$ cat config.mk
export PLATFORM = sky130hd
export DESIGN_NAME = hdlc_nrzi_receiver_kiss_framer_top
export DESIGN_NICKNAME = d
export VERILOG_FILES = /design/src/hdl/hnk_pkg.sv /design/src/hdl/hnk_front.sv /design/src/hdl/hnk_queue.sv /design/src/hdl/hnk_back.sv /design/src/hdl/hdlc_nrzi_receiver_kiss_framer_top.sv
export SDC_FILE = /design/constraint.sdc
export NUM_CORES = 1
export LEC_CHECK = 0
export ABC_AREA = 1
export BUFFER_PORTS_ARGS = -buffer_cell sky130_fd_sc_hd__buf_4
export CAP_MARGIN = 15
export CORE_ASPECT_RATIO = 0.5
export CORE_MARGIN = 2
export CORE_UTILIZATION = 45
export CTS_CLUSTER_DIAMETER = 150
export DETAILED_ROUTE_END_ITERATION = 8
export GPL_TIMING_DRIVEN = 0
export HOLD_SLACK_MARGIN = 0.06
export PLACE_DENSITY = 0.66
export SKIP_CTS_REPAIR_TIMING = 1
export SYNTH_ARGS = -nofsm -noshare
export SYNTH_HDL_FRONTEND = slang
export SYNTH_HIERARCHICAL = 1
export SYNTH_SLANG_ARGS = --single-unit
$ cat constraint.sdc
create_clock -name clk -period 6.6 [get_ports clk]
set_clock_uncertainty 0.1 [all_clocks]
set_input_delay 0 -clock clk [delete_from_list [all_inputs] [get_ports clk]]
set_output_delay 0 -clock clk [all_outputs]
set_load 0.005 [all_outputs]
$ cat src/hdl/hnk_pkg.sv
// Package for the HDLC NRZI receiver with KISS framing.
// Holds the framing constants, the queue entry type and the KISS escape function.
// No dependencies; every other file in hdl imports it.
package hnk_pkg;

    // Trailing FCS bytes that are held back and never sent.
    localparam int FCS_BYTES   = 2;
    localparam int HELD_DEPTH  = FCS_BYTES + 1;
    localparam int HELD_CNT_W  = $clog2(HELD_DEPTH + 1);

    // Depth of the queue between the framer and the output serializer.
    localparam int QUEUE_DEPTH = 4;
    localparam int QUEUE_PTR_W = $clog2(QUEUE_DEPTH);
    localparam int QUEUE_CNT_W = $clog2(QUEUE_DEPTH + 1);

    localparam logic [7:0] HDLC_FLAG      = 8'h7E;
    localparam logic [7:0] KISS_FEND      = 8'hC0;
    localparam logic [7:0] KISS_FESC      = 8'hDB;
    localparam logic [7:0] KISS_TFEND     = 8'hDC;
    localparam logic [7:0] KISS_TFESC     = 8'hDD;
    localparam logic [3:0] KISS_DATA_TYPE = 4'h0;

    // The one or two output bytes produced by a single bit tick.
    typedef struct packed {
        logic       two;
        logic [7:0] b0;
        logic [7:0] b1;
    } hnk_bundle_t;

    function automatic hnk_bundle_t kiss_escape(input logic [7:0] b);
        hnk_bundle_t r;
        r.two = 1'b0;
        r.b0  = b;
        r.b1  = 8'h00;
        if (b == KISS_FEND)
        begin
            r.two = 1'b1;
            r.b0  = KISS_FESC;
            r.b1  = KISS_TFEND;
        end
        else if (b == KISS_FESC)
        begin
            r.two = 1'b1;
            r.b0  = KISS_FESC;
            r.b1  = KISS_TFESC;
        end
        return r;
    endfunction

endpackage

$ cat src/hdl/hnk_front.sv
// Front end: NRZI decode, bit destuffing, flag hunt, byte framing and FCS delay line.
// Produces one bundle of output bytes per bit tick that has any.
// Depends on hnk_pkg.
module hnk_front (
    input  logic                clk,
    input  logic                rst_n,
    input  logic                in_valid,
    output logic                in_ready,
    input  logic                carrier_present,
    input  logic                line_level,
    input  logic                cfg_valid,
    input  logic [3:0]          cfg_data,
    input  logic                q_full,
    output logic                q_push,
    output hnk_pkg::hnk_bundle_t q_din
);
    import hnk_pkg::*;

    logic                  prev_reg, prev_next;
    logic [2:0]            ones_reg, ones_next;
    logic [7:0]            shift_reg, shift_next;
    logic [3:0]            bitcnt_reg, bitcnt_next;
    logic                  flag_seen_reg, flag_seen_next;
    logic                  in_frame_reg, in_frame_next;
    logic [7:0]            held_reg [HELD_DEPTH];
    logic [7:0]            held_next [HELD_DEPTH];
    logic [HELD_CNT_W-1:0] held_cnt_reg, held_cnt_next;
    logic [3:0]            port_reg;
    logic                  accept;
    logic [1:0]            n_out;
    logic [7:0]            o0, o1;

    assign in_ready = !q_full;
    assign accept   = in_valid && in_ready;

    always_comb
    begin
        hnk_bundle_t esc;
        logic        bit_val;
        logic        keep;

        esc            = '0;
        bit_val        = 1'b0;
        keep           = 1'b0;
        prev_next      = prev_reg;
        ones_next      = ones_reg;
        shift_next     = shift_reg;
        bitcnt_next    = bitcnt_reg;
        flag_seen_next = flag_seen_reg;
        in_frame_next  = in_frame_reg;
        held_next      = held_reg;
        held_cnt_next  = held_cnt_reg;
        n_out          = 2'd0;
        o0             = 8'h00;
        o1             = 8'h00;

        if (accept && carrier_present)
        begin
            // A release deferred from the previous tick goes out first.
            if (held_cnt_next > HELD_CNT_W'(FCS_BYTES))
            begin
                esc = kiss_escape(held_next[0]);
                for (int i = 0; i < HELD_DEPTH - 1; i++)
                begin
                    held_next[i] = held_next[i + 1];
                end
                held_cnt_next = held_cnt_next - 1'b1;
                o0    = esc.b0;
                o1    = esc.b1;
                n_out = esc.two ? 2'd2 : 2'd1;
            end

            if (line_level != prev_reg)
            begin
                bit_val   = 1'b0;
                keep      = (ones_reg != 3'd5);
                ones_next = 3'd0;
            end
            else
            begin
                bit_val = 1'b1;
                keep    = 1'b1;
                if (ones_reg != 3'd7)
                begin
                    ones_next = ones_reg + 1'b1;
                end
            end
            prev_next = line_level;

            if (keep)
            begin
                shift_next  = {bit_val, shift_reg[7:1]};
                bitcnt_next = bitcnt_reg + 1'b1;
            end

            if (!flag_seen_reg)
            begin
                if (shift_next == HDLC_FLAG)
                begin
                    flag_seen_next = 1'b1;
                    bitcnt_next    = 4'd8;
                end
                else
                begin
                    bitcnt_next = 4'd0;
                end
            end

            // A whole byte aligned to the flag. Nothing is pending here, since a
            // deferred release can only sit on a tick that cannot complete a byte.
            if (flag_seen_next && bitcnt_next[3])
            begin
                if (shift_next == HDLC_FLAG)
                begin
                    ones_next = 3'd0;
                    if (in_frame_reg)
                    begin
                        in_frame_next  = 1'b0;
                        flag_seen_next = 1'b0;
                        held_cnt_next  = '0;
                        o0    = KISS_FEND;
                        n_out = 2'd1;
                    end
                end
                else
                begin
                    if (!in_frame_reg)
                    begin
                        in_frame_next = 1'b1;
                        o0    = KISS_FEND;
                        o1    = {port_reg, KISS_DATA_TYPE};
                        n_out = 2'd2;
                    end
                    if (held_cnt_next <= HELD_CNT_W'(FCS_BYTES))
                    begin
                        for (int i = 0; i < HELD_DEPTH; i++)
                        begin
                            if (HELD_CNT_W'(i) == held_cnt_next)
                            begin
                                held_next[i] = shift_next;
                            end
                        end
                        held_cnt_next = held_cnt_next + 1'b1;
                    end
                    if (held_cnt_next > HELD_CNT_W'(FCS_BYTES) && n_out == 2'd0)
                    begin
                        esc = kiss_escape(held_next[0]);
                        for (int i = 0; i < HELD_DEPTH - 1; i++)
                        begin
                            held_next[i] = held_next[i + 1];
                        end
                        held_cnt_next = held_cnt_next - 1'b1;
                        o0    = esc.b0;
                        o1    = esc.b1;
                        n_out = esc.two ? 2'd2 : 2'd1;
                    end
                end
                shift_next  = 8'h00;
                bitcnt_next = 4'd0;
            end
        end
    end

    assign q_push = accept && (n_out != 2'd0);
    assign q_din  = {(n_out == 2'd2), o0, o1};

    always_ff @(posedge clk or negedge rst_n)
    begin
        if (!rst_n)
        begin
            prev_reg      <= 1'b0;
            ones_reg      <= 3'd0;
            shift_reg     <= 8'h00;
            bitcnt_reg    <= 4'd0;
            flag_seen_reg <= 1'b0;
            in_frame_reg  <= 1'b0;
            held_cnt_reg  <= '0;
            port_reg      <= 4'd0;
        end
        else
        begin
            prev_reg      <= prev_next;
            ones_reg      <= ones_next;
            shift_reg     <= shift_next;
            bitcnt_reg    <= bitcnt_next;
            flag_seen_reg <= flag_seen_next;
            in_frame_reg  <= in_frame_next;
            held_cnt_reg  <= held_cnt_next;
            if (cfg_valid)
            begin
                port_reg <= cfg_data;
            end
        end
    end

    // Delay line contents are only read below the fill count.
    always_ff @(posedge clk)
    begin
        held_reg <= held_next;
    end

endmodule

$ cat src/hdl/hnk_queue.sv
// Small queue of output bundles between the framer and the serializer.
// Depends on hnk_pkg.
module hnk_queue (
    input  logic                 clk,
    input  logic                 rst_n,
    input  logic                 push,
    input  hnk_pkg::hnk_bundle_t din,
    output logic                 full,
    input  logic                 pop,
    output hnk_pkg::hnk_bundle_t dout,
    output logic                 empty
);
    import hnk_pkg::*;

    hnk_bundle_t            mem [QUEUE_DEPTH];
    logic [QUEUE_PTR_W-1:0] wr_ptr_reg, rd_ptr_reg;
    logic [QUEUE_CNT_W-1:0] count_reg;
    logic                   do_push, do_pop;

    assign full    = (count_reg == QUEUE_CNT_W'(QUEUE_DEPTH));
    assign empty   = (count_reg == '0);
    assign do_push = push && !full;
    assign do_pop  = pop && !empty;
    assign dout    = mem[rd_ptr_reg];

    always_ff @(posedge clk)
    begin
        if (do_push)
        begin
            mem[wr_ptr_reg] <= din;
        end
    end

    always_ff @(posedge clk or negedge rst_n)
    begin
        if (!rst_n)
        begin
            wr_ptr_reg <= '0;
            rd_ptr_reg <= '0;
            count_reg  <= '0;
        end
        else
        begin
            if (do_push)
            begin
                wr_ptr_reg <= wr_ptr_reg + 1'b1;
            end
            if (do_pop)
            begin
                rd_ptr_reg <= rd_ptr_reg + 1'b1;
            end
            if (do_push && !do_pop)
            begin
                count_reg <= count_reg + 1'b1;
            end
            else if (do_pop && !do_push)
            begin
                count_reg <= count_reg - 1'b1;
            end
        end
    end

endmodule

$ cat src/hdl/hnk_back.sv
// Back end: splits each queued bundle into single bytes on the output stream.
// Holds the output register; depends on hnk_pkg.
module hnk_back (
    input  logic                 clk,
    input  logic                 rst_n,
    input  hnk_pkg::hnk_bundle_t q_dout,
    input  logic                 q_empty,
    output logic                 q_pop,
    output logic                 out_valid,
    input  logic                 out_ready,
    output logic [7:0]           out_data,
    output logic                 out_last
);
    import hnk_pkg::*;

    logic       valid_reg;
    logic [7:0] data_reg;
    logic       last_reg;
    logic       phase_reg, phase_next;
    logic       load;
    logic [7:0] data_next;
    logic       last_next;

    assign load = !q_empty && (!valid_reg || out_ready);

    always_comb
    begin
        phase_next = phase_reg;
        q_pop      = 1'b0;
        data_next  = q_dout.b0;
        last_next  = !q_dout.two;
        if (phase_reg)
        begin
            data_next = q_dout.b1;
            last_next = 1'b1;
        end
        if (load)
        begin
            if (!phase_reg && q_dout.two)
            begin
                phase_next = 1'b1;
            end
            else
            begin
                phase_next = 1'b0;
                q_pop      = 1'b1;
            end
        end
    end

    always_ff @(posedge clk or negedge rst_n)
    begin
        if (!rst_n)
        begin
            valid_reg <= 1'b0;
            phase_reg <= 1'b0;
        end
        else
        begin
            phase_reg <= phase_next;
            if (load)
            begin
                valid_reg <= 1'b1;
            end
            else if (out_ready)
            begin
                valid_reg <= 1'b0;
            end
        end
    end

    always_ff @(posedge clk)
    begin
        if (load)
        begin
            data_reg <= data_next;
            last_reg <= last_next;
        end
    end

    assign out_valid = valid_reg;
    assign out_data  = data_reg;
    assign out_last  = last_reg;

endmodule

$ cat src/hdl/hdlc_nrzi_receiver_kiss_framer_top.sv
// Channel  | Handshake                     | Payload
// s_axis   | s_axis_tvalid / s_axis_tready | tdata[0] line_level, tuser carrier_present
// m_axis   | m_axis_tvalid / m_axis_tready | tdata kiss_byte, tlast last_of_run
// cfg      | cfg_valid / cfg_ready         | cfg_data kiss_port
//
// One bit tick is taken every clock while the four-entry bundle queue has room.
// Each result byte leaves one per clock while m_axis_tready is high; with the queue
// empty, the first byte of a tick passes through its queue entry and then the output
// register. A tick that yields two bytes holds its queue entry for two output
// transfers. Reset (rst_n low, asynchronous) clears the decoder, framer, queue and
// output register. The configuration port is always ready.
module hdlc_nrzi_receiver_kiss_framer_top (
    input  logic       clk,
    input  logic       rst_n,
    input  logic       s_axis_tvalid,
    output logic       s_axis_tready,
    input  logic [7:0] s_axis_tdata,   // [0] line_level, [7:1] zero
    input  logic       s_axis_tuser,   // [0] carrier_present
    output logic       m_axis_tvalid,
    input  logic       m_axis_tready,
    output logic [7:0] m_axis_tdata,   // [7:0] kiss_byte
    output logic       m_axis_tlast,
    input  logic       cfg_valid,
    output logic       cfg_ready,
    input  logic [3:0] cfg_data
);
    import hnk_pkg::*;

    hnk_bundle_t q_din, q_dout;
    logic        q_push, q_pop, q_full, q_empty;

    assign cfg_ready = 1'b1;

    hnk_front u_front (
        .clk             (clk),
        .rst_n           (rst_n),
        .in_valid        (s_axis_tvalid),
        .in_ready        (s_axis_tready),
        .carrier_present (s_axis_tuser),
        .line_level      (s_axis_tdata[0]),
        .cfg_valid       (cfg_valid),
        .cfg_data        (cfg_data),
        .q_full          (q_full),
        .q_push          (q_push),
        .q_din           (q_din)
    );

    hnk_queue u_queue (
        .clk   (clk),
        .rst_n (rst_n),
        .push  (q_push),
        .din   (q_din),
        .full  (q_full),
        .pop   (q_pop),
        .dout  (q_dout),
        .empty (q_empty)
    );

    hnk_back u_back (
        .clk       (clk),
        .rst_n     (rst_n),
        .q_dout    (q_dout),
        .q_empty   (q_empty),
        .q_pop     (q_pop),
        .out_valid (m_axis_tvalid),
        .out_ready (m_axis_tready),
        .out_data  (m_axis_tdata),
        .out_last  (m_axis_tlast)
    );

endmodule
# [Word level (Yosys, flattened, before mapping)]
# Memory sizes are Yosys's and may differ from the RTL's.
# Index checks and enable logic that the tools add are counted.
[classes] n_addsub=9 n_lt_le_gt_ge=3 eq_ne=13 muxes=88 bitwise=1 reduce_logical=28
[ops] op="$mux W17" count=10
[ops] op="$mux W8" count=20
[ops] op="$mux W24" count=6
[ops] op="$mux W2" count=22
[ops] op="$eq A8 B8 Y1 const B" count=4
[ops] op="$mux W16" count=2
[ops] op="$mux W4" count=5
[ops] op="$mux W3" count=6
[ops] op="$mux W1" count=17
[ops] op="$logic_and A1 B1 Y1" count=11
[ops] op="$eq A8 B7 Y1 const B" count=1
[ops] op="$logic_not A1 Y1" count=7
[ops] op="$add A2 B1 Y2 const B" count=3
[ops] op="$add A3 B1 Y3 const B" count=2
[ops] op="$ne A3 B3 Y1 const B" count=2
[ops] op="$reduce_bool A2 Y1" count=3
[ops] op="$add A4 B1 Y4 const B" count=1
[ops] op="$gt A2 B2 Y1 const B" count=2
[ops] op="$logic_not A2 Y1" count=2
[ops] op="$ne A4 B4 Y1 const B" count=1
[ops] op="$reduce_and A2 Y1" count=2
[ops] op="$sub A2 B1 Y2 const B" count=2
[ops] op="$eq A3 B3 Y1 const B" count=1
[ops] op="$logic_not A3 Y1" count=1
[ops] op="other kinds (9)" count=9
[word_totals] ff_bits=66 ramBits=68 in_bits=18 wordCells=162 mem_count=1
[memory_table] name="u_queue.mem" words=4 width=17 rd=1 rd_clocked_by_memory_dff=0 write_ports=1 line_no="hnk_queue.sv:15" text="hnk_bundle_t mem [QUEUE_DEPTH];"

# [Depth between registers and ports, before layout]
# Gate-level depths: netlist of the first run.
[depth] word_depth=33 mapped_depth=29 mapped_depth_nobuf=28

# [Modules after synthesis]
# The synthesis of the first run kept the hierarchy.
[modules_own_cells] mod="hnk_front" instances=1 cells_each=527 area_each_um2=3784.9 seq_area_each_um2=1321.3
[modules_own_cells] mod="hnk_queue" instances=1 cells_each=259 area_each_um2=3189.3 seq_area_each_um2=2217.1
[modules_own_cells] mod="hnk_back" instances=1 cells_each=50 area_each_um2=475.5 seq_area_each_um2=320.3
[modules_own_cells] mod="hdlc_nrzi_receiver_kiss_framer_top" instances=1 cells_each=2 area_each_um2=11.3 seq_area_each_um2=0.0

# [Worst setup path before layout of the first run]
# No wires, ideal clock.
[synth_timing] path_type="register -> register" from="register u_front.held_cnt_reg[1]" to="memory u_queue/mem[0][0] in the netlist's numbering, enable pin" setup_time_ns=0.391 arrival_ns=2.915 required_ns=6.109 path_slack_ns=3.194 path_stages_with_launch=19 path_buffers=1 path_cell_list="dfrtp_1 > inv_1 > ha_1 > nand2_1 > nand3_2 > nand2_1 > buf_4 > nand2_1 > nand2_1 > nand3_1 > nor2_1 > nand2_2 > nand3_2 > nand2_4 > nand2_1 > nand2_1 > nand2_1 > nand2_1 > nor2_1"
[synth_between] elab_chain_len=26
[synth_rtl] element="start, declared" line_no="hnk_front.sv:27" text="logic [HELD_CNT_W-1:0] held_cnt_reg, held_cnt_next;"
[synth_rtl] element="start signal, assigned" line_no="hnk_front.sv:188" text="held_cnt_reg <= held_cnt_next;"
[synth_rtl] element="$sub A2 B1 Y2 or $gt A2 B2 Y1 (tied branches)" line_no="hnk_front.sv:67, hnk_front.sv:60"
[synth_rtl] element="$mux W2" line_no="hnk_front.sv:60" text="if (held_cnt_next > HELD_CNT_W'(FCS_BYTES))"
[synth_rtl] element="$mux W2" line_no="hnk_front.sv:57" text="if (accept && carrier_present)"
[synth_rtl] element="$logic_not A2 Y1" line_no="hnk_front.sv:138" text="if (HELD_CNT_W'(i) == held_cnt_next)"
[synth_rtl] element="$mux W8" line_no="hnk_front.sv:138"
[synth_rtl] element="$mux W24" line_no="hnk_front.sv:134" text="if (held_cnt_next <= HELD_CNT_W'(FCS_BYTES))"
[synth_rtl] element="$mux W24" line_no="hnk_front.sv:113" text="if (shift_next == HDLC_FLAG)"
[synth_rtl] element="$mux W24" line_no="hnk_front.sv:111" text="if (flag_seen_next && bitcnt_next[3])"
[synth_rtl] element="[11 not listed]"
[synth_rtl] element="$mux W2 *" line_no="hnk_front.sv:111"
[synth_rtl] element="$mux W2 *" line_no="hnk_front.sv:57"
[synth_rtl] element="$reduce_bool A2 Y1 *" line_no="hnk_front.sv:164" text="assign q_push = accept && (n_out != 2'd0);"
[synth_rtl] element="$logic_and A1 B1 Y1 *" line_no="hnk_front.sv:164"
[synth_rtl] element="named net q_push" line_no="hdlc_nrzi_receiver_kiss_framer_top.sv:30" text="logic q_push, q_pop, q_full, q_empty;"
[synth_rtl] element="$logic_and A1 B1 Y1 *" line_no="hnk_queue.sv:22" text="assign do_push = push && !full;"
[synth_rtl] element="$mux W1 *" line_no="hnk_queue.sv:28" text="if (do_push)"
[synth_rtl] element="$mux W1 (implied by the code) *" line_no="hnk_queue.sv:30" text="mem[wr_ptr_reg] <= din;"
[synth_rtl] element="end, declared" line_no="hnk_queue.sv:15"
# Mark *: on every way through the listed nets, which the timed path passes. The rest lies on a longest branch. The select of a mux whose other input is x is not followed.

# [Final worst setup path of the first run]
[layout_timing] from="register u_front.held_cnt_reg[1]" to="register u_queue.count_reg[2]"
[layout_between] elab_chain_len=27
[layout_rtl] element="$sub A2 B1 Y2 or $gt A2 B2 Y1 (tied branches)" line_no="hnk_front.sv:67, hnk_front.sv:60"
[layout_rtl] element="$mux W2" line_no="hnk_front.sv:60"
[layout_rtl] element="$mux W2" line_no="hnk_front.sv:57"
[layout_rtl] element="$logic_not A2 Y1" line_no="hnk_front.sv:138"
[layout_rtl] element="$mux W8" line_no="hnk_front.sv:138"
[layout_rtl] element="$mux W24" line_no="hnk_front.sv:134"
[layout_rtl] element="$mux W24" line_no="hnk_front.sv:113"
[layout_rtl] element="$mux W24" line_no="hnk_front.sv:111"
[layout_rtl] element="[13 not listed]"
[layout_rtl] element="$reduce_bool A2 Y1 *" line_no="hnk_front.sv:164"
[layout_rtl] element="$logic_and A1 B1 Y1 *" line_no="hnk_front.sv:164"
[layout_rtl] element="named net q_push" line_no="hdlc_nrzi_receiver_kiss_framer_top.sv:30"
[layout_rtl] element="$logic_and A1 B1 Y1 *" line_no="hnk_queue.sv:22"
[layout_rtl] element="named net u_queue.do_push" line_no="hnk_queue.sv:18" text="logic do_push, do_pop;"
[layout_rtl] element="$logic_not A1 Y1" line_no="hnk_queue.sv:56" text="else if (do_pop && !do_push)"
[layout_rtl] element="$logic_and A1 B1 Y1" line_no="hnk_queue.sv:56"
[layout_rtl] element="$reduce_bool A2 Y1 (no source line)"
[layout_rtl] element="end signal, assigned" line_no="hnk_queue.sv:54" text="count_reg <= count_reg + 1'b1;"
[layout_rtl] element="end signal, assigned" line_no="hnk_queue.sv:58" text="count_reg <= count_reg - 1'b1;"
[layout_rtl] element="end, declared" line_no="hnk_queue.sv:17" text="logic [QUEUE_CNT_W-1:0] count_reg;"
# Marked as above.
# A chain may end at the register's enable or synchronous reset.

==> results.json, run 1 <==
{
  "nets": 933,
  "clkTransAtPathRegs_ns": 0.07,
  "cp_max_fo": 10,
  "grt_remaining_overflow": 0,
  "routed_wl_mm": 18.0,
  "grt_max_degree": 34,
  "max_freq_mhz": 258,
  "area_delta_synth_final_pct": 17.2,
  "netlist_area_sq_um": 7460,
  "post_synth.cell_area_avg_sq_um": 8.90,
  "setup_viol": 0,
  "cpMostUsedCell": "nand2_1",
  "synthDistinctLibCells": 42,
  "vdd_ir_drop_max_v": 0.000185,
  "fin_crit_sh_pct": 58.6,
  "reg2reg_slack_ns": 2.73,
  "synth_top_area_cell": "edfxtp_1",
  "fill_cells": 1457,
  "drv_cap": 0,
  "regArea_sq_um": 3860,
  "die_y_microns": 95.1,
  "cts.sink_count": 134,
  "synth_edf_count": 101,
  "yosys_warnings": 6,
  "power.total_mw": 3.58,
  "wl_per_cell_microns": 15.8,
  "synth.most_common_cell": "nand2_1",
  "hold_viol": 0,
  "layout-drive-gt1-share_pct": 15.9,
  "min_path_type": "input port to flop",
  "required_ns": 6.81,
  "drc": 0,
  "final.setup.tns_ns": 0,
  "grt_pass1_wl_mm": 28.5,
  "final_cells": 1141,
  "synthTopCellsByArea": "edfxtp_1, nand2_1, dfrtp_1",
  "vias": 5839,
  "cp.arrival_ns": 4.08,
  "status": "finished, final reports clean",
  "grt_pass1_vias": 5524,
  "largest_reg_flops": 68,
  "clock_latency_ns": 0.42,
  "multi_input_area_sq_um": 2910,
  "place_congestion": 0.905,
  "antenna_found_initial": 0,
  "synth_ff_type": "edfxtp_1",
  "power_per_cell_area_nw_per_um2": 410,
  "dp.cells": 1091,
  "rsz0062_at_grt": "false",
  "ys_seq_area_share_pct": 51.7,
  "synth_top_area_share_pct": 40.7,
  "die_x_microns": 186,
  "pin_count": 30,
  "globalRouteTotalUtil_pct": 21.3,
  "cts_max_path_buffers": 2,
  "diodes": 0,
  "cts_made_buffers": 17,
  "dieArea_sq_um": 17700,
  "htreeDepth": 4,
  "core_area_sq_um": 16300,
  "drtAntennaViolNets": 0,
  "drtPass1Iterations": 6,
  "detailed_place_hpwl_mm": 12.5,
  "clock-root-buffer": "clkbuf_16",
  "relSlewSlack_pct": 51.4,
  "async_flop_share_pct": 24.6,
  "syn_nets": 870,
  "rows": 33,
  "max_stage_delay_ns": 0.39,
  "cp_slowest_cell": "dfrtp_1",
  "drtIter0Drc": 566,
  "cp-start-kind": "flop",
  "worst_slew_pin_slew_ns": 0.728,
  "tritoncts": "done",
  "period_needed_ns": 3.87,
  "synthTopCellsByCount": "nand2_1, inv_1, edfxtp_1",
  "endpoint_kind": "flop",
  "routed_via_density": 5.12,
  "critPathKind": "flop to flop",
  "io_buffer_count": 21,
  "floorplan.initialDensity_pct": 45.7,
  "syn-instance-count": 838,
  "ys_ff_latch": 134,
  "slew_violations": 0,
  "p_leak_nw": 3.83
}
## per-stage QoR
stage | instance area [sq um] | hold slack [ns] | worst slack [ns] | utilization, %
after floorplan | 7460 | -0.396 | 3.19 | -
final | 8740 | 0.0607 | 2.73 | 53.6
after detailed placement | 7990 | -0.124 | 2.71 | 49.0
after CTS | 8550 | -0.568 | 2.71 | 52.5
after global placement | 7900 | -0.123 | 2.23 | 48.5
after global routing | 8740 | 0.0946 | 2.30 | 53.6
## critical path: cells and delay by family (launching register included)
| kind | cells | cell delay (ns) |
|---|---|---|
| buffers and inverters | 4 | 0.54 |
| DFF | 1 | 0.39 |
| and+or+nand+nor | 18 | 1.91 |
| adders and majority gates | 3 | 0.81 |
## layout by cell type (no fill, tap or decap), types with 26 or more instances in the layout
master,instances
a21oi_1,33
buf_4,26
dfrtp_1,33
edfxtp_1,101
inv_1,105
nand2_1,260
nand3_1,36
nor2_1,31
o211ai_1,26
o21ai_0,59
## power breakdown
part / internal [mW] / leakage [nW] / total [mW] / switching, mW
clock network: 0.497 / 0.272 / 0.902 / 0.405
logic: 0.495 / 2.22 / 1.50 / 1.00
registers: 1.10 / 1.34 / 1.18 / 0.0834
## logic make-up (layout without fill, tap and decap cells)
| logic type | Yosys count | after routing | share of synthesized area [%] |
|---|---|---|---|
| XOR/XNOR | 3 | 3 | 0.352 |
| adder cells (fa/ha/maj) | 14 | 14 | 2.45 |
| AND/OR/NAND/NOR | 375 | 375 | 22.3 |
| flip-flops | 134 | 134 | 51.7 |
| buffers and inverters | 152 | 228 | 9.46 |
| AO/OA/AOI/OAI | 151 | 151 | 12.7 |
| other | 2 | 2 | 0.101 |
| multiplexers | 7 | 7 | 0.939 |
## metal layers
metal | wire length [microns] | up-vias | track usage [%]
met1 | 8090 | 2740 | 28.1
li1 | - | 2909 | -
met4 | 330 | 0 | 7.61
met2 | 8610 | 167 | 35.8
met3 | 987 | 23 | 3.67
met5 | 0 | - | 0
## layout make-up
class,count,share of cell area [%]
Multi-Input combinational cell,552,33.2
Tap cell,227,3.25
Inverter,113,4.94
Sequential cell,134,44.1
Timing Repair Buffer,44,4.89
Clock buffer,17,4.86
Buffer,39,3.13
Clock inverter,15,1.56
## final timing paths
path	cells past startpoint	to	startpoint
worst max-delay path	25	u_queue/count_reg[2]	u_front/held_cnt_reg[1]
min in group asynchronous	4	u_front/ones_reg[1]	rst_n
max in group asynchronous	4	u_queue/rd_ptr_reg[1]	rst_n
worst min register to register	2	u_queue/count_reg[2]	u_queue/count_reg[2]
worst max register to register	25	u_queue/count_reg[2]	u_front/held_cnt_reg[1]
worst min-delay path	5	u_front/ones_reg[2]	s_axis_tvalid
Power figures use the tool's default switching activity.
==> inputs of run 2 (changes only) <==
clock period = 3.65 ns   (was 6.6 ns; I/O delays follow)
==> run 2 against run 1 <==
Total power up 85%. Maximum frequency up 12%. Sequential power up 81%. Final area up 2.3%. Register-to-register slack worse by 2.5 ns. Sequential cell count unchanged. Die area unchanged. Via count up 1.5%.
==> results.json, run 2 (same netlist as run 1, synthesis figures left out) <==
{
  "cp-start-kind": "flop",
  "cp.arrival_ns": 3.48,
  "ff2ff_path_depth": 22,
  "p_leak_nw": 3.91,
  "tritoncts": "done",
  "drv_cap": 0,
  "whs_path_depth": 5,
  "drtIter0Drc": 609,
  "status": "finished, final reports clean",
  "cp_max_fo": 10,
  "drc": 0,
  "required_ns": 3.67,
  "cts_max_path_buffers": 2,
  "critPathKind": "flop to flop",
  "cpMostUsedCell": "nand2_4",
  "relSlewSlack_pct": 50.6,
  "max_stage_delay_ns": 0.51,
  "hold_viol": 0,
  "cp-startpoint": "u_front/ones_reg[1]",
  "grt_pass1_wl_mm": 28.5,
  "htreeDepth": 4,
  "r2r-start": "u_front/ones_reg[1]",
  "grt_pass1_vias": 5524,
  "power.total_mw": 6.64,
  "cp_slowest_cell": "nor2_2",
  "core_area_sq_um": 16300,
  "drtAntennaViolNets": 0,
  "clock_latency_ns": 0.42,
  "io_buffer_count": 21,
  "place_congestion": 0.905,
  "antenna_found_initial": 0,
  "largest_reg_flops": 68,
  "routed_wl_mm": 18.3,
  "min_path_type": "input port to flop",
  "setup_viol": 0,
  "hold_start": "s_axis_tvalid",
  "die_x_microns": 186,
  "detailed_place_hpwl_mm": 12.5,
  "period_needed_ns": 3.46,
  "cts_made_buffers": 17,
  "drtPass1Iterations": 5,
  "max_freq_mhz": 289,
  "layout_commonest_cell": "nand2_1",
  "path_cells": "inv_1, ha_1, nand2_2, clkinv_4, nand3_4, buf_8, nand2_1, nand2_2, nand2_2, nor2_4, nand3_4, nand2_4, nand2_4, clkinv_2, buf_12, nand2_4, nand2_1, nand2_2, nand2_4, nand2_4, nor2_2, buf_6",
  "routed_via_density": 5.14,
  "diodes": 0,
  "vias": 5928,
  "layout-drive-gt1-share_pct": 19.6,
  "wl_per_cell_microns": 15.8,
  "rsz0062_at_grt": "false",
  "pin_count": 30,
  "endpoint_kind": "flop",
  "clkTransAtPathRegs_ns": 0.06,
  "layout_common_cells": "nand2_1, inv_1, edfxtp_1",
  "globalRouteTotalUtil_pct": 21.3,
  "floorplan.initialDensity_pct": 45.7,
  "die_y_microns": 95.1,
  "fin_crit_sh_pct": 94.8,
  "grt_remaining_overflow": 0,
  "cts.sink_count": 134,
  "worst_slew_pin_slew_ns": 0.741,
  "slew_violations": 0,
  "final_cells": 1154,
  "vdd_ir_drop_max_v": 0.000337,
  "dieArea_sq_um": 17700,
  "grt_max_degree": 34,
  "nets": 946,
  "clock-root-buffer": "clkbuf_16",
  "dp.cells": 1091,
  "power_per_cell_area_nw_per_um2": 742,
  "rows": 33,
  "area_delta_synth_final_pct": 20.0
}
==> run 2: path summary, 6_finish.rpt <==
| check | endpoint | slack, ns |
|---|---|---|
| setup / recovery | u_queue/mem[2][0] | 0.19 |
| hold / removal | u_front/ones_reg[2] | 0.07 |
| setup reg to reg | u_queue/mem[2][0] | 0.19 |
| hold reg to reg | u_queue/count_reg[2] | 0.40 |
| max in group asynchronous | u_front/held_cnt_reg[0] | 2.75 |
| min in group asynchronous | u_front/ones_reg[1] | 0.50 |
==> run 2: layer usage <==
| layer | vias up | wire, microns | global-route usage (%) | share of wire, % |
|---|---|---|---|---|
| met2 | 181 | 8820 | 35.8 | 48 |
| met5 | - | 0 | 0 | 0 |
| met3 | 27 | 975 | 3.67 | 5.3 |
| met4 | 0 | 349 | 7.61 | 1.9 |
| met1 | 2784 | 8130 | 28.1 | 44 |
| li1 | 2936 | - | - | - |
==> run 2: worst max-delay path: cells and delay by family (launching register included) <==
family                     cells  cell delay (ns)
and+or+nand+nor               15             1.77
buffers and inverters          6             0.73
DFF                            1             0.35
adders and majority gates      1             0.19
==> run 2: where the power goes <==
part	leakage (nW)	switching, mW	internal, mW
sequential	1.34	0.150	1.99
clock	0.272	0.730	0.899
combinational	2.31	1.89	0.990
==> run 2: area by class of cell <==
type | count | area (sq um)
flip-flops and latches | 134 | 3860
clock buffers | 17 | 425
inverters | 113 | 434
multi-input cells | 552 | 2980
repair buffers | 57 | 543
clock inverters | 15 | 136
fillers | 1441 | 7360
plain buffers | 39 | 287
well taps | 227 | 284
==> run 2: metrics by stage <==
stage	setup WS, ns	utilization (%)	setup TNS [ns]	hold slack (ns)	area, sq um
after floorplan	0.244	-	0	-0.396	7460
after global placement	-0.715	48.5	-46.58	-0.123	7900
after detailed placement	-0.237	49.0	-3.72	-0.124	7990
after CTS	-0.244	52.5	-4.01	-0.568	8550
after global routing	0.00770	54.9	0	0.108	8950
final	0.188	54.9	0	0.0718	8950
==> inputs of run 3 (changes only) <==
GPL_TIMING_DRIVEN = 1   (was 0)
==> run 3 against run 2 <==
Sequential cell count unchanged. Critical path depth up 3. Final cell count down 2.5%. Maximum frequency up 1.8%. Final area down 3.2%. Worst hold slack better by 0.19 ns. Clock power up 5%. Combinational power down 13%. Wire length down 13%. Sequential power up 2%. Total power down 3.8%. Die area unchanged. Largest cell class unchanged. Highest routed layer unchanged.
==> results.json, run 3 (same netlist as run 1, synthesis figures left out) <==
{
  "cts.sink_count": 134,
  "vias": 5752,
  "power.share.combinational_pct": 39.1,
  "vdd_ir_drop_max_v": 0.000311,
  "switching_share_pct": 39.8,
  "grt_remaining_overflow": 0,
  "drc": 0,
  "critPathKind": "flop to flop",
  "place_congestion": 0.857,
  "finish.utilization_pct": 53.1,
  "clkTransAtPathRegs_ns": 0.06,
  "cts_made_buffers": 17,
  "hold_viol": 0,
  "max_freq_mhz": 294,
  "cp.arrival_ns": 3.61,
  "fin_crit_sh_pct": 93.2,
  "reg2reg_slack_ns": 0.25,
  "layout-drive-gt1-share_pct": 16.4,
  "rsz0062_at_grt": "true",
  "area_delta_synth_final_pct": 16.1,
  "die_y_microns": 95.1,
  "htreeDepth": 4,
  "antenna_found_initial": 0,
  "grt_pass1_vias": 5287,
  "largest_reg_flops": 68,
  "cp_max_fo": 15,
  "layout_common_cells": "nand2_1, inv_1, edfxtp_1",
  "drtIter0Drc": 409,
  "r2r-start": "u_front/ones_reg[1]",
  "placed_area_sq_um": 7810,
  "setup_viol": 0,
  "fin_ws_ns": 0.248,
  "p_leak_nw": 3.78,
  "slew_violations": 0,
  "rows": 33,
  "floorplan.initialDensity_pct": 45.7,
  "min_path_type": "input port to flop",
  "detailed_place_hpwl_mm": 10.8,
  "cp-startpoint": "u_front/ones_reg[1]",
  "drv_cap": 0,
  "io_buffer_count": 21,
  "diodes": 0,
  "power_per_cell_area_nw_per_um2": 738,
  "period_needed_ns": 3.40,
  "relSlewSlack_pct": 56.8,
  "setup.worst_path.end": "u_queue/count_reg[2]",
  "p_int_mw": 3.85,
  "grt_pass1_wl_mm": 25.9,
  "final.setup.tns_ns": 0,
  "tritoncts": "done",
  "timing.rr.end": "u_queue/count_reg[2]",
  "clock-root-buffer": "clkbuf_16",
  "dp_slack_ns": 0.142,
  "clock_latency_ns": 0.42,
  "cts_max_path_buffers": 2,
  "nets": 917,
  "core_area_sq_um": 16300,
  "wl_per_cell_microns": 14.2,
  "routed_via_density": 5.11,
  "cp-start-kind": "flop",
  "worst_slew_pin_slew_ns": 0.647,
  "ff2ff_path_depth": 25,
  "die_x_microns": 186,
  "layout_commonest_cell": "nand2_1",
  "globalRouteTotalUtil_pct": 18.9,
  "routed_wl_mm": 16.0,
  "drtPass1Iterations": 7,
  "endpoint_kind": "flop",
  "finalInstanceArea_sq_um": 8670,
  "whs_ns": 0.258,
  "required_ns": 3.85,
  "grt_max_degree": 66,
  "status": "finished, final reports clean",
  "seqPwrFrac_pct": 34.1,
  "dieArea_sq_um": 17700,
  "pin_count": 30,
  "power_switching_mw": 2.54,
  "pwr-share-clk_pct": 26.8,
  "drtAntennaViolNets": 0
}
-- run 3: worst min path at each step --
| stage | startpoint | endpoint | slack (ns) | depth (start not counted) |
|---|---|---|---|---|
| final | s_axis_tuser | u_queue/mem[0][10] | 0.26 | 3 |
| after global routing | s_axis_tuser | u_queue/mem[0][13] | 0.28 | 3 |
| after detailed placement | rst_n | u_front/ones_reg[0] | -0.12 | 1 |
| after CTS | rst_n | u_front/ones_reg[0] | -0.56 | 1 |
| after floorplan | rst_n | u_back/out_valid | -0.40 | 0 |
| after global placement | rst_n | u_front/ones_reg[0] | -0.12 | 1 |
-- run 3: critical path: stages (launching register included) --
cell	delay, ns
dfrtp_1	0.39
inv_1	0.08
ha_1	0.16
nand2_2	0.06
clkinv_4	0.13
nand3_4	0.13
nand2_1	0.08
nand2_1	0.11
nand2_1	0.15
nor2_4	0.06
nand2_4	0.10
clkinv_2	0.08
nand2_2	0.11
nand3_4	0.09
a21oi_1	0.17
o21ai_1	0.11
nand2_1	0.10
nand2_1	0.09
inv_1	0.08
ha_1	0.17
inv_1	0.07
fa_1	0.37
nand2_1	0.10
nand3_1	0.08
nand2_1	0.06
nand2_1	0.05
-- run 3: cell type report --
type	instances	area, sq um
Sequential cell	134	3860
Fill cell	1458	7640
Multi-Input combinational cell	553	2950
Clock buffer	17	425
Clock inverter	15	164
Inverter	113	432
Timing Repair Buffer	66	548
Tap cell	227	284
-- run 3: layer usage --
metal	up-vias	global-route usage [%]	routed length, microns
met1	2683	24.1	7250
met5	-	0	0
met4	0	6.56	276
li1	2874	-	-
met2	165	32.7	7730
met3	30	3.63	716
-- run 3: power groups by stage --
stage,Clock (mW),Sequential (mW),Combinational [mW]
2_1_floorplan,0,2.14,1.89
3_3_place_gp,0,2.19,2.37
3_5_place_dp,0,2.20,2.41
4_1_cts,1.74,2.17,2.42
5_1_grt,1.80,2.21,2.86
6_report,1.71,2.18,2.50
-- run 3: per-stage QoR --
stage          power [mW]  cells
6_report             6.39   1125
5_1_grt              6.87   1125
4_1_cts              6.34   1103
3_5_place_dp         4.61   1071
3_3_place_gp         4.57   1071
2_1_floorplan        4.03    838
